**src/rtl/dfa_transition_composer_assert.svh**
```systemverilog
// Assertion macros shared by the transition composer RTL.
// Each file that checks its own logic includes this header; the macros use clk and rst.
`ifndef DFA_TRANSITION_COMPOSER_ASSERT_SVH
`define DFA_TRANSITION_COMPOSER_ASSERT_SVH

// Same-cycle implication, checked out of reset
`define DTC_ASSERT_IMP(lbl, ante, cons, msg) \
  lbl: assert property (@(posedge clk) disable iff (rst) (ante) |-> (cons)) \
    else $error(msg);

// Next-cycle implication, checked out of reset
`define DTC_ASSERT_NXT(lbl, ante, cons, msg) \
  lbl: assert property (@(posedge clk) disable iff (rst) (ante) |=> (cons)) \
    else $error(msg);

`endif

```
**src/rtl/dtc_pkg.sv**
```systemverilog
// Shared types, constants and map functions for the transition composer.
// No dependencies; used by every module of the block.
package dtc_pkg;

  localparam int MAP_W         = 64;
  localparam int NIBBLE_W      = 4;
  localparam int MAX_STATES    = 16;
  localparam int NUM_STATES    = 16;
  localparam int ALPHABET_SIZE = 256;
  localparam int FUNC_W        = 2;
  localparam int SYM_W         = 8;
  localparam int QUEUE_DEPTH   = 4;
  localparam int QPTR_W        = $clog2(QUEUE_DEPTH);
  localparam int QCNT_W        = $clog2(QUEUE_DEPTH + 1);

  // Operation codes carried in tuser
  localparam logic [FUNC_W-1:0] FUNC_LOAD   = 2'd0;
  localparam logic [FUNC_W-1:0] FUNC_FEED   = 2'd1;
  localparam logic [FUNC_W-1:0] FUNC_FINISH = 2'd2;

  // One queued operation: a feed with its table row, or a finish marker
  typedef struct packed {
    logic             feed;
    logic [MAP_W-1:0] row;
  } dtc_entry_t;

  // Identity map: nibble i holds i below NUM_STATES, zero above
  function automatic logic [MAP_W-1:0] identity_map();
    logic [MAP_W-1:0] m;
    m = '0;
    for (int i = 0; i < MAX_STATES; i++) begin
      if (i < NUM_STATES) begin
        m[i*NIBBLE_W +: NIBBLE_W] = NIBBLE_W'(i);
      end
    end
    return m;
  endfunction

  // new[i] = row[map[i]] for every live state, sixteen independent muxes
  function automatic logic [MAP_W-1:0] compose_map(logic [MAP_W-1:0] row,
                                                   logic [MAP_W-1:0] map);
    logic [MAP_W-1:0]    r;
    logic [NIBBLE_W-1:0] sel;
    r = '0;
    for (int i = 0; i < MAX_STATES; i++) begin
      sel = map[i*NIBBLE_W +: NIBBLE_W];
      if (i < NUM_STATES) begin
        r[i*NIBBLE_W +: NIBBLE_W] = row[{sel, 2'b00} +: NIBBLE_W];
      end
    end
    return r;
  endfunction

endpackage

```
**src/rtl/dtc_queue.sv**
```systemverilog
// Short FIFO of classified operations between the front and back ends.
// Depends on dtc_pkg for the entry type and depth.
`include "dfa_transition_composer_assert.svh"

module dtc_queue (
  input  logic                       clk,
  input  logic                       rst,
  input  logic                       push,
  input  dtc_pkg::dtc_entry_t        push_entry,
  input  logic                       pop,
  output logic                       q_valid,
  output dtc_pkg::dtc_entry_t        q_entry,
  output logic [dtc_pkg::QCNT_W-1:0] q_count
);

  localparam logic [dtc_pkg::QPTR_W-1:0] LAST_PTR = dtc_pkg::QPTR_W'(dtc_pkg::QUEUE_DEPTH - 1);
  localparam logic [dtc_pkg::QCNT_W-1:0] FULL_CNT = dtc_pkg::QCNT_W'(dtc_pkg::QUEUE_DEPTH);

  dtc_pkg::dtc_entry_t         slots [dtc_pkg::QUEUE_DEPTH];
  logic [dtc_pkg::QPTR_W-1:0]  wr_ptr;
  logic [dtc_pkg::QPTR_W-1:0]  rd_ptr;
  logic [dtc_pkg::QCNT_W-1:0]  count;

  assign q_valid = (count != '0);
  assign q_entry = slots[rd_ptr];
  assign q_count = count;

  // Entry storage
  always_ff @(posedge clk) begin
    if (push) begin
      slots[wr_ptr] <= push_entry;
    end
  end

  // Pointers and fill level
  always_ff @(posedge clk) begin
    if (rst) begin
      wr_ptr <= '0;
      rd_ptr <= '0;
      count  <= '0;
    end else begin
      if (push) begin
        wr_ptr <= (wr_ptr == LAST_PTR) ? '0 : wr_ptr + 1'b1;
      end
      if (pop) begin
        rd_ptr <= (rd_ptr == LAST_PTR) ? '0 : rd_ptr + 1'b1;
      end
      if (push && !pop) begin
        count <= count + 1'b1;
      end else if (pop && !push) begin
        count <= count - 1'b1;
      end
    end
  end

  `DTC_ASSERT_IMP(a_no_overflow, push && !pop, count < FULL_CNT, "queue overflow")
  `DTC_ASSERT_IMP(a_no_underflow, pop, count != '0, "queue underflow")

endmodule

```
**config.mk**
```make
export PLATFORM = sky130hd
export DESIGN_NAME = dtc_queue
export DESIGN_NICKNAME = d
export VERILOG_FILES = /design/src/rtl/dtc_pkg.sv /design/src/rtl/dtc_queue.sv
export VERILOG_INCLUDE_DIRS = /design/src /design/src/rtl
export SDC_FILE = /design/constraint.sdc
export NUM_CORES = 1
export LEC_CHECK = 0
export BUFFER_PORTS_ARGS = -buffer_cell sky130_fd_sc_hd__buf_2
export CORE_MARGIN = 3
export CORE_UTILIZATION = 61
export DETAILED_ROUTE_END_ITERATION = 16
export GPL_TIMING_DRIVEN = 0
export PLACE_DENSITY = 0.84
export SLEW_MARGIN = 5
export SYNTH_ARGS = -nofsm -noshare
export SYNTH_HDL_FRONTEND = slang
export SYNTH_SLANG_ARGS = --single-unit
export TNS_END_PERCENT = 30
```
**constraint.sdc**
```tcl
create_clock -name clk -period 6.9 [get_ports clk]
set_input_delay 0.345 -clock clk [delete_from_list [all_inputs] [get_ports clk]]
set_output_delay 0.345 -clock clk [all_outputs]
set_load 0.02 [all_outputs]
```
# After elaboration in Yosys (flattened, before gate mapping)

Memories as Yosys holds them, arrays and structs flattened. A register that Yosys moved wholly into a read port is not among the register bits.
Index checks and enable logic that the tools add are counted.
Widths: inputs -> output; s select.

Div/mod/pow operators: 0
Bitwise operators: 0
Add/subtract/negate cells: 4
$mul: 0
Reduce and logical (&&, ||, !) cells: 6
Equal/unequal tests: 2
Magnitude comparators: 0
Mux-type cells: 8
Shifts and indexed selects: 0

Operators by type and width:

| kind                | number |
|---|---|
| $mux 2              | 4 |
| $mux 3              | 2 |
| $add 2x1->2 const B | 2 |
| $eq 2x2->1 const B  | 2 |
| $add 3x1->3 const B | 1 |
| $reduce_bool 3->1   | 1 |
| $sub 3x1->3 const B | 1 |
| $logic_and 1x1->1   | 2 |
| $logic_not 1->1     | 2 |
| $mux 1              | 2 |
| $reduce_bool 2->1   | 1 |

Flip-flop bits (word level): 7
Memories kept: 1
Logic and storage cells: 24
Bits in latches: 0
Memory bits (read-only): 0
RAM bits: 260
Input port bits: 69

Memories:

| memory | depth | bits a word | read ports | clocked after Yosys merged registers in | wr ports | RTL line        | text |
|---|---|---|---|---|---|---|---|
| slots  | 4     | 65          | 1          | 1                                       | 1        | dtc_queue.sv:19 | `dtc_pkg::dtc_entry_t slots [dtc_pkg::QUEUE_DEPTH];` |

# Logic depth before layout (Yosys ltp)

Word-level depth: 4
Gate-level depth with buffers: 7
Depth with buffers taken out: 7

# Least setup slack after synthesis

OpenSTA, ideal clock, no wires.

Kind: register to register
Start point: register wr_ptr[0] (netlist bit)
End point: memory slots[3][0] (netlist bit), enable pin
Data arrival time: 2.076 ns
Clock period less this slack: 2.506 ns
Library setup time: 0.430 ns
Stages on the path, launching flop included: 3
Setup slack: 4.394 ns
Path through: dfxtp_1 -> ha_1 -> and2_1

RTL lines:

| element                | RTL line        | text |
|---|---|---|
| from (decl)            | dtc_queue.sv:20 | `logic [dtc_pkg::QPTR_W-1:0] wr_ptr;` |
| from (signal assigned) | dtc_queue.sv:43 | `wr_ptr <= (wr_ptr == LAST_PTR) ? '0 : wr_ptr + 1'b1;` |
| to (decl)              | dtc_queue.sv:19 |  |

Straight into the memory's write port.

==> results.txt <==
FF+latch area -> 7990 um2
Num ports -> 138
Worst Setup End Kind -> primary output
Wire length on met3 -> 916 um
Routed WL -> 17,300 um
DR vias -> 4,430
Core ar. -> 15,500 um2
DR WL met2 -> 8980 um
CTS Hold Buffers Added -> 0
Final slew viol count -> 0
RSZ-0062 raised after global routing -> no
Tightest Hold Check Type -> primary input to flop
Net Count, Synth -> 458
Worst Setup Start Kind -> flop
Static leakage -> 4.07 nW
DR WL/cell -> 22.1 um
#FFs+latches synth -> 269
Clk slew on worst S/H paths -> 0.06 ns
Period utilisation layout -> 34.4%
Average size of a mapped cell -> 25.8 um2
Vias in the first global route -> 4,834
Final hold viol count -> 0
Critical path data arrival time -> 2.03 ns
Worst vdd ir -> 0.254 mV
WL met1 -> 7110 um
Post-DP HPWL -> 10,300 um
Top Layer Used -> met5
Worst EP required -> 6.55 ns
Post-CTS Setup Inserts -> 0
RR Startpoint -> wr_ptr[0]
Num CTS Buffers -> 26
Unique masters post-synth -> 19
Die width -> 133 um
Relative slew margins -> 59.3%
Clock sinks -> 269
Root buffer cell -> clkbuf_16
CP Max Fanout -> 10
Layout cells sized above 1 -> 45.7%
Number of fill cells in the layout -> 848
Max-capacitance violation count -> 0
Clock Path Buffers -> 3
Crit path time final -> 2.37 ns
Mapped Area -> 9860 um2
Maximum clock frequency -> 422 MHz
Largest net degree at the start of global routing -> 55
Sequential share of the synthesized area -> 81.0%
Pwr dens -> 312 nW/um2
Post-Syn Instances -> 382
DRC -> 0
Worst Min Path Start -> push_entry[16]
Std-Cell Rows -> 45
Cell area after layout -> 11,800 um2
All-layer global routing usage -> 19.9%
RD Place Congestion -> 0.711
Placed cell area -> 10,900 um2
Initial DRC count -> 299
Syn-to-layout area delta -> 19.9%
CTS tree -> built
Area of the multi-input gates -> 1710 um2
Initial antenna violation count -> 2
Port Buffers -> 137
Number of synthesized flops with an enable pin -> 260
Skew final -> 0.00492 ns
DR pass1 iterations -> 4
Total die area -> 17,700 um2
Routed Antenna Nets -> 0
# nets final -> 627
Worst setup path class -> flop to primary output
Status -> complete, no violations
Final setup viols -> 0
Slew @ Worst Pin -> 0.610 ns
Post-cts resize count -> 0
Htree depth -> 1
First-pass GRT wire length -> 27,200 um
Vias per std cell -> 5.66
Setup_tns -> 0 ns
Clk Latency, worst-skew pair -> 0.51 ns
Asr flop ratio synth -> 0%
Initial Util -> 63.7%
YS warnings -> 0
Die Ht -> 133 um
GRT overflow -> 0
Ys flop type -> edfxtp_1
## worst paths after layout
path	slack, ns	end	depth (start not counted)
setup / recovery	4.53	q_entry[29]	4
hold / removal	0.05	slots[0][16]	1
setup reg to reg	5.29	slots[3][11]	3
hold reg to reg	0.52	q_count[2]	2
## report_power, final
group,switching (mW),leakage (nW),internal (mW)
clock,0.553,0.430,0.882
combinational,0.211,1.17,0.152
sequential,0.0209,2.46,1.87
## layer usage
| layer | up-vias | track usage (%) |
|---|---|---|
| met5 | - | 0 |
| met4 | 2 | 4.69 |
| met3 | 24 | 3.78 |
| met2 | 139 | 33.5 |
| met1 | 2292 | 27.9 |
| li1 | 1973 | - |
## metrics by stage
| step | hold slack, ns | power (mW) | instances | worst slack, ns | utilization, % |
|---|---|---|---|---|---|
| final | 0.0511 | 3.69 | 783 | 4.53 | 76.3 |
| after global routing | 0.0374 | 3.81 | 783 | 4.43 | 76.3 |
| after CTS | 0.0266 | 3.73 | 782 | 4.51 | 76.3 |
| after detailed placement | 0.514 | 2.29 | 734 | 5.02 | 70.6 |
| after global placement | 0.475 | 2.27 | 730 | 3.30 | 69.8 |
| after floorplan | 0.414 | 2.15 | 382 | 4.39 | - |
## cells in the final DEF, fill, tap and decap left out, drive strengths merged
master / instances
or3: 2
clkinvlp: 1
clkinv: 5
clkbuf: 38
buf: 154
bufinv: 4
mux2i: 4
a21oi: 2
o21ai: 1
inv: 5
mux4: 65
nor2: 7
edfxtp: 260
xor2: 2
nor3b: 1
diode: 1
and2: 4
fa: 1
ha: 6
dfxtp: 9
## sequential cells by signal, summed over array words and instances (netlist names), named ones only
name,cells
q_count,3
rd_ptr,2
slots,260
wr_ptr,2
## worst max-delay path, cell delays in order, from the launching register on
cell     delay, ns
dfxtp_1       0.33
buf_2         0.29
buf_2         0.34
mux4_2        0.38
buf_2         0.18
## cells by family after synthesis
logic type,Yosys count,synth area share (%)
flops,269,81.0
mux,69,15.3
buf+inv,18,1.70
simple gates,14,0.723
fa+ha+maj,7,0.965
compound gates,3,0.152
xor+xnor,2,0.178
## cells in the mapped netlist (2+ instances only)
| master | instances | area, um2 |
|---|---|---|
| mux4_2 | 65 | 1460 |
| mux2i_1 | 4 | 40.0 |
| nor2_1 | 7 | 26.3 |
| or3_1 | 2 | 12.5 |
| inv_1 | 4 | 15.0 |
| buf_12 | 5 | 100 |
| buf_2 | 6 | 30.0 |
| xor2_1 | 2 | 17.5 |
| dfxtp_1 | 9 | 180 |
| and2_1 | 4 | 25.0 |
| a21oi_1 | 2 | 10.0 |
| ha_1 | 6 | 75.1 |
| edfxtp_1 | 260 | 7810 |
## layout make-up
class	count	share of cell area [%]
sequential	269	67.6
inverter	4	0.127
timing repair buffer	141	6.73
clock inverter	11	1.38
clock buffer	37	6.12
buffer	14	1.29
antenna	1	0.0212
tap	211	2.23
multi-input combinational	95	14.5
No activity file was read; power rests on OpenSTA's default activity.
